[config.mk]
export PLATFORM = sky130hd
export DESIGN_NAME = positional_queue_with_search
export DESIGN_NICKNAME = d
export VERILOG_FILES = /design/src/rtl/pqs_pkg.sv /design/src/rtl/pqs_cell.sv /design/src/rtl/positional_queue_with_search.sv
export SDC_FILE = /design/constraint.sdc
export NUM_CORES = 2
export LEC_CHECK = 0
export BUFFER_PORTS_ARGS = -buffer_cell sky130_fd_sc_hd__buf_2
export CAP_MARGIN = 20
export CORE_MARGIN = 4
export CORE_UTILIZATION = 45
export CTS_BUF_LIST = sky130_fd_sc_hd__clkbuf_8 sky130_fd_sc_hd__clkbuf_16
export CTS_CLUSTER_DIAMETER = 60
export DETAILED_ROUTE_END_ITERATION = 10
export PLACE_DENSITY = 0.57
export SETUP_SLACK_MARGIN = 0.2
export SLEW_MARGIN = 10
export SYNTH_ARGS = -nofsm -noshare
export SYNTH_HDL_FRONTEND = slang
export SYNTH_SLANG_ARGS = --single-unit
export TNS_END_PERCENT = 30
[constraint.sdc]
create_clock -name clk -period 7.5 [get_ports clk]
set_clock_uncertainty 0.2 [all_clocks]
set_input_delay 1.5 -clock clk [delete_from_list [all_inputs] [get_ports clk]]
set_output_delay 1.5 -clock clk [all_outputs]
set_load 0.05 [all_outputs]
[src/rtl/pqs_pkg.sv]
// ----------------------------------------------------------------------------
// pqs_pkg: shared types for the positional queue with search
// Request and response structs, function and status codes, cell controls.
// ----------------------------------------------------------------------------
package pqs_pkg;

  // Request function codes
  typedef enum logic [1:0] {
    FN_APPEND = 2'd0,
    FN_POP    = 2'd1,
    FN_INSERT = 2'd2,
    FN_SEARCH = 2'd3
  } func_t;

  // Response status codes
  typedef enum logic [1:0] {
    ST_OK    = 2'd0,
    ST_EMPTY = 2'd1,
    ST_RANGE = 2'd2,
    ST_FULL  = 2'd3
  } status_t;

  localparam int unsigned FIELD_W = 16;
  localparam int unsigned POS_W   = 4;
  localparam int unsigned COUNT_W = 5;

  typedef struct packed {
    func_t              func;
    logic [FIELD_W-1:0] data_x;
    logic [FIELD_W-1:0] data_y;
    logic [POS_W-1:0]   position;
  } req_t;

  typedef struct packed {
    logic [FIELD_W-1:0] out_x;
    logic [FIELD_W-1:0] out_y;
    logic               found;
    status_t            status;
    logic [COUNT_W-1:0] count;
  } rsp_t;

  // Broadcast controls to every cell, valid for one cycle per request
  typedef struct packed {
    logic load;  // a request is taken this cycle
    logic ins;   // open a hole at the insert position and write the key
    logic pop;   // shift every entry one place toward the head
    logic srch;  // compare the key against every live entry
  } cell_ctl_t;

endpackage

[src/rtl/pqs_cell.sv]
// ----------------------------------------------------------------------------
// pqs_cell: one slot of the shifting queue
// Holds one pair; takes from its left neighbor, its right neighbor or the key,
// and registers a match flag on search.
// ----------------------------------------------------------------------------
module pqs_cell
  import pqs_pkg::*;
#(
  parameter int unsigned IDX    = 0,
  parameter int unsigned DATA_W = 32,
  parameter int unsigned CNT_W  = 5
) (
  input  logic              clk,
  input  cell_ctl_t         ctl,
  input  logic [CNT_W-1:0]  ins_pos,
  input  logic [CNT_W-1:0]  count,
  input  logic [DATA_W-1:0] key,
  input  logic [DATA_W-1:0] left_data,
  input  logic [DATA_W-1:0] right_data,
  output logic [DATA_W-1:0] data,
  output logic              match
);

  localparam logic [CNT_W-1:0] MY_IDX = CNT_W'(IDX);

  logic [DATA_W-1:0] data_next;
  logic              hit;

  // Select the next content of this slot
  always_comb begin
    data_next = data;
    if (ctl.ins) begin
      if (MY_IDX == ins_pos) begin
        data_next = key;
      end else if (MY_IDX > ins_pos && MY_IDX <= count) begin
        data_next = left_data;
      end
    end else if (ctl.pop) begin
      data_next = right_data;
    end
  end

  assign hit = (MY_IDX < count) && (data == key);

  always_ff @(posedge clk) begin
    data <= data_next;
    if (ctl.load) begin
      match <= ctl.srch && hit;
    end
  end

endmodule

[src/rtl/positional_queue_with_search.sv]
// ----------------------------------------------------------------------------
// positional_queue_with_search: ordered pair queue with insert and search
// Append, pop, positional insert and search over a row of shifting cells.
// ----------------------------------------------------------------------------
// One request is taken per clock unless a stalled response blocks the middle
// stage; all cells shift, load or compare in the cycle the request is taken,
// the per-cell match flags are combined as the middle stage moves on, and the
// response is presented from an output register. Requests may follow each
// other back to back; the pipeline runs through cell row, match combine and
// output register, and a stalled response holds at most one further request.
module positional_queue_with_search
  import pqs_pkg::*;
#(
  parameter int unsigned DEPTH   = 16,
  parameter int unsigned COORD_W = 16
) (
  input  logic clk,
  input  logic rst,
  input  logic req_valid,
  output logic req_ready,
  input  req_t req,
  output logic rsp_valid,
  input  logic rsp_ready,
  output rsp_t rsp
);

  localparam int unsigned DATA_W = 2 * COORD_W;
  localparam int unsigned CNT_W  = $clog2(DEPTH + 1);
  localparam int unsigned PW     = (CNT_W > POS_W) ? CNT_W : POS_W;
  localparam logic [CNT_W-1:0] FULL_CNT = CNT_W'(DEPTH);

  // Queue state and cell row
  logic [CNT_W-1:0]  count;
  logic [CNT_W-1:0]  count_next;
  logic [DATA_W-1:0] cell_data [DEPTH];
  logic [DEPTH-1:0]  cell_match;
  logic [DATA_W-1:0] key;
  logic [CNT_W-1:0]  ins_pos;
  cell_ctl_t         ctl;

  // Middle stage and output register
  logic               mid_valid;
  logic               mid_move;
  logic               mid_srch;
  logic [FIELD_W-1:0] mid_x;
  logic [FIELD_W-1:0] mid_y;
  status_t            mid_status;
  logic [COUNT_W-1:0] mid_count;

  // Decode
  logic             take;
  logic             full;
  logic             empty;
  logic             range_err;
  logic [PW-1:0]    pos_w;
  logic [PW-1:0]    cnt_w;
  status_t          status_next;
  logic [COORD_W-1:0] head_x;
  logic [COORD_W-1:0] head_y;

  assign key = {COORD_W'(req.data_y), COORD_W'(req.data_x)};
  assign take = req_valid && req_ready;
  assign full = (count == FULL_CNT);
  assign empty = (count == '0);
  assign pos_w = PW'(req.position);
  assign cnt_w = PW'(count);
  assign range_err = empty ? (pos_w != '0) : (pos_w >= cnt_w);
  assign head_x = cell_data[0][COORD_W-1:0];
  assign head_y = cell_data[0][DATA_W-1:COORD_W];

  // Request decode: status, next count and cell controls
  always_comb begin
    status_next = ST_OK;
    count_next  = count;
    ctl         = '0;
    ctl.load    = take;
    ins_pos     = count;
    case (req.func)
      FN_APPEND: begin
        if (full) begin
          status_next = ST_FULL;
        end else begin
          ctl.ins    = take;
          count_next = count + CNT_W'(1);
        end
      end
      FN_POP: begin
        if (empty) begin
          status_next = ST_EMPTY;
        end else begin
          ctl.pop    = take;
          count_next = count - CNT_W'(1);
        end
      end
      FN_INSERT: begin
        ins_pos = CNT_W'(pos_w);
        if (range_err) begin
          status_next = ST_RANGE;
        end else if (full) begin
          status_next = ST_FULL;
        end else begin
          ctl.ins    = take;
          count_next = count + CNT_W'(1);
        end
      end
      FN_SEARCH: begin
        ctl.srch = take;
      end
      default: begin
        status_next = ST_OK;
      end
    endcase
  end

  // Cell row
  for (genvar i = 0; i < DEPTH; i++) begin : g_cell
    logic [DATA_W-1:0] left_in;
    logic [DATA_W-1:0] right_in;
    if (i == 0) begin : g_head
      assign left_in = '0;
    end else begin : g_left
      assign left_in = cell_data[i-1];
    end
    if (i == DEPTH - 1) begin : g_tail
      assign right_in = '0;
    end else begin : g_right
      assign right_in = cell_data[i+1];
    end
    pqs_cell #(
      .IDX    (i),
      .DATA_W (DATA_W),
      .CNT_W  (CNT_W)
    ) u_cell (
      .clk        (clk),
      .ctl        (ctl),
      .ins_pos    (ins_pos),
      .count      (count),
      .key        (key),
      .left_data  (left_in),
      .right_data (right_in),
      .data       (cell_data[i]),
      .match      (cell_match[i])
    );
  end

  // Handshake
  assign mid_move  = mid_valid && (!rsp_valid || rsp_ready);
  assign req_ready = !mid_valid || mid_move;

  // Count, middle stage and output register
  always_ff @(posedge clk) begin
    if (rst) begin
      count     <= '0;
      mid_valid <= 1'b0;
      rsp_valid <= 1'b0;
    end else begin
      if (take) begin
        count <= count_next;
      end
      if (take) begin
        mid_valid <= 1'b1;
      end else if (mid_move) begin
        mid_valid <= 1'b0;
      end
      if (mid_move) begin
        rsp_valid <= 1'b1;
      end else if (rsp_ready) begin
        rsp_valid <= 1'b0;
      end
    end
    if (take) begin
      mid_srch   <= ctl.srch;
      mid_status <= status_next;
      mid_count  <= COUNT_W'(count_next);
      mid_x      <= ctl.pop ? FIELD_W'(head_x) : '0;
      mid_y      <= ctl.pop ? FIELD_W'(head_y) : '0;
    end
    if (mid_move) begin
      rsp.out_x  <= mid_x;
      rsp.out_y  <= mid_y;
      rsp.found  <= mid_srch && (|cell_match);
      rsp.status <= mid_status;
      rsp.count  <= mid_count;
    end
  end

endmodule

==> run summary <==
Clock H-tree levels: 3
Post-DRT Antenna Nets: 0
die height: 296 microns
Mapped Area: 0.0372 sq mm
CTS Buf Count: 74
Synth Register Bits: 615
post-synthesis cell count: 3469
Req. time, crit path: 7.63 ns
mean post-synth cell area: 10.7 sq um
first-pass GRT wire length: 189 mm
Setup-failing EPs final: 0
largest net degree at the start of global routing: 269
# clock sinks: 615
gr usage total: 28.9%
warnings from Yosys: 0
Cell Chain, Critical Path: inv_1 -> ha_1 -> or4b_1 -> o21ai_1 -> a21o_1 -> nand3_4 -> buf_4 -> buf_4 -> o21ai_0
clock root buffer: clkbuf_16
fmax: 187 MHz
post-route minimum period: 5.35 ns
most instantiated library cell after synthesis: o21ai_0
pwr dens: 248 mW/mm^2
crit-path max cell delay: 0.87 ns
status: finished clean
leakage power: 13.7 nW
1st-iter DRT viols: 4377
Max Slew Vio Count: 0
setup bufs post-CTS: 0
CP endpoint kind: flip-flop
Worst Max-Slew Pin Slew: 1.47 ns
Die Width: 296 microns
clk slew on worst S/H paths: 0.06 ns
placer congestion estimate: 0.942
initial core utilization: 45.4%
Post-synth top cells: 887 x o21ai_0, 608 x edfxtp_1, 486 x mux2i_1
GRT overflow: 0
share of flip-flops with an asynchronous set or reset: 0%
Max transition margin: 1.90%
router iterations before antenna repair: 6
Synth cell types: 71
Hold Vio Cnt, Final: 0
worst-path fanout max: 110
layout cells sized above 1: 9.47%
IO Pins: 84
pre-CTS setup slack: 1.91 ns
Crit path buffers/inverters: 3
PnR worst setup slack: 2.15 ns
number of hold buffers added after CTS: 0
vias in the first global route: 27800
CP top delay family: buffers and inverters
CTS tree: done
Worst EP arrival: 5.48 ns
top post-synthesis cells by area: edfxtp_1 49%, mux2i_1 13%, o21ai_0 12%
die area: 0.0874 sq mm
# DRC: 0
FP Rows: 105
Crit path top cell by count: buf_4
fin nets: 3391
DP HPWL: 88.6 mm
Worst-Skew Late Latency: 0.62 ns
routed len/inst: 29.1 microns
syn nets: 3520
via count: 29100
crit path kind: reg -> reg
fill count: 7391
DRT Wirelength: 130 mm
Critical Path Start Type: flip-flop
core area: 0.0820 sq mm
post-synthesis sequential area ratio: 49.4%
synthesis-to-layout area growth: 10.0%
post_cts resized: 0
area fraction of the dominant cell type after synthesis: 49.0%
Synth Flop Type: edfxtp_1
initial antenna violation count: 2
Tcrit/Tclk final: 71.3%
max-cap violations: 0
# port buffers: 83
Post-Route Setup TNS: 0 ns
post-synth top area cell: edfxtp_1
RSZ-0062 raised after global routing: false
Post-synth EDFFs: 608
CTS max path bufs: 3
via/cell ratio: 6.50
Hold WC Path Type: reg -> reg
Worst path slowest cell: buf_4
worst vdd ir: 0.162 mV
metal layers:
| layer | vias up | global-route usage [%] | wire length (microns) |
|---|---|---|---|
| li1 | 12600 | - | - |
| met1 | 14400 | 44.6 | 57600 |
| met2 | 1872 | 39.8 | 53600 |
| met3 | 263 | 5.74 | 14000 |
| met4 | 0 | 10.8 | 4940 |
| met5 | - | 0 | 0 |
cell usage in the layout, fill, tap and decap left out, types with 8 or more instances in the layout:
master | synthesis | routed
nor2_1 | 60 | 53
xor2_1 | 412 | 412
a31oi_1 | 14 | 10
buf_2 | 78 | 84
edfxtp_1 | 608 | 608
clkinvlp_4 | 0 | 9
nand3_1 | 10 | 8
o21ai_1 | 95 | 95
o21ai_0 | 887 | 883
clkbuf_16 | 0 | 76
nand4_1 | 52 | 52
nor3_1 | 15 | 15
a21oi_1 | 31 | 25
xnor2_1 | 99 | 99
nor4_1 | 120 | 119
nand2_1 | 52 | 51
and2_1 | 32 | 32
clkinv_1 | 3 | 13
inv_1 | 13 | 26
buf_4 | 6 | 70
mux2i_1 | 486 | 486
ha_1 | 9 | 9
registers in the layout, indices dropped and copies added, names as in the netlist:
name,count
cnt_w,5
g_cell.u_cell.data,512
g_cell.u_cell.match,16
mid_count,5
mid_srch,1
mid_status,2
mid_valid,1
mid_x,16
mid_y,16
rsp,40
rsp_valid,1
final timing paths:
kind | startpoint | endpoint | slack (ns) | cells past startpoint
max | cnt_w[1]$_SDFFE_PP0P_ | g_cell[10].u_cell.data[9]$_DFFE_PP_ | 2.15 | 9
min | mid_x[11]$_SDFFCE_PN0P_ | rsp[35]$_DFFE_PP_ | 0.22 | 0
max reg2reg | cnt_w[1]$_SDFFE_PP0P_ | g_cell[10].u_cell.data[9]$_DFFE_PP_ | 2.15 | 9
min reg2reg | mid_x[11]$_SDFFCE_PN0P_ | rsp[35]$_DFFE_PP_ | 0.22 | 0
logic make-up after synthesis:
group | Yosys count | synth area share (%)
AOI/OAI and AO/OA | 1072 | 14.9
muxes | 491 | 13.2
DFF | 615 | 49.4
buffers and inverters | 386 | 4.29
adders and majority gates | 9 | 0.302
xor gates and xnor gates | 511 | 12.0
and+or+nand+nor | 385 | 5.83
area by class of cell:
type	count	area (sq um)	area share (%)
Tap cell	1070	1340	3.27
Multi-Input combinational cell	2468	17600	42.8
Clock buffer	77	1920	4.68
Timing Repair Buffer	164	1160	2.84
Clock inverter	59	531	1.29
Sequential cell	615	18400	44.9
Inverter	17	63.8	0.156
Antenna cell	2	5.00	0.0122
per-stage QoR:
stage	cell area [sq um]	total power [mW]	hold slack [ns]	cells	utilization, %
floorplan	37200	5.80	0.200	3469	-
global placement	38400	6.49	0.202	4327	46.8
detailed placement	38400	6.53	0.205	4329	46.8
CTS	40900	10.1	0.219	4465	49.8
global route	41000	10.5	0.225	4470	50.0
finish	41000	10.2	0.218	4472	50.0
power breakdown:
part	leakage, nW	internal [mW]	switching, mW	total [mW]
Sequential	5.74	4.23	0.353	4.59
Combinational	6.72	0.605	1.35	1.96
Clock	1.22	2.11	1.52	3.63
Total	13.7	6.95	3.23	10.2
worst reg2reg max path, cell delays in order, from the launching register on:
cell and delay (ns):
dfxtp_1 0.82, inv_1 0.37, ha_1 0.46, or4b_1 0.54
o21ai_1 0.22, a21o_1 0.31, nand3_4 0.28, buf_4 0.88
buf_4 0.71, o21ai_0 0.28
Note: power is estimated with default switching activity, not from simulation.
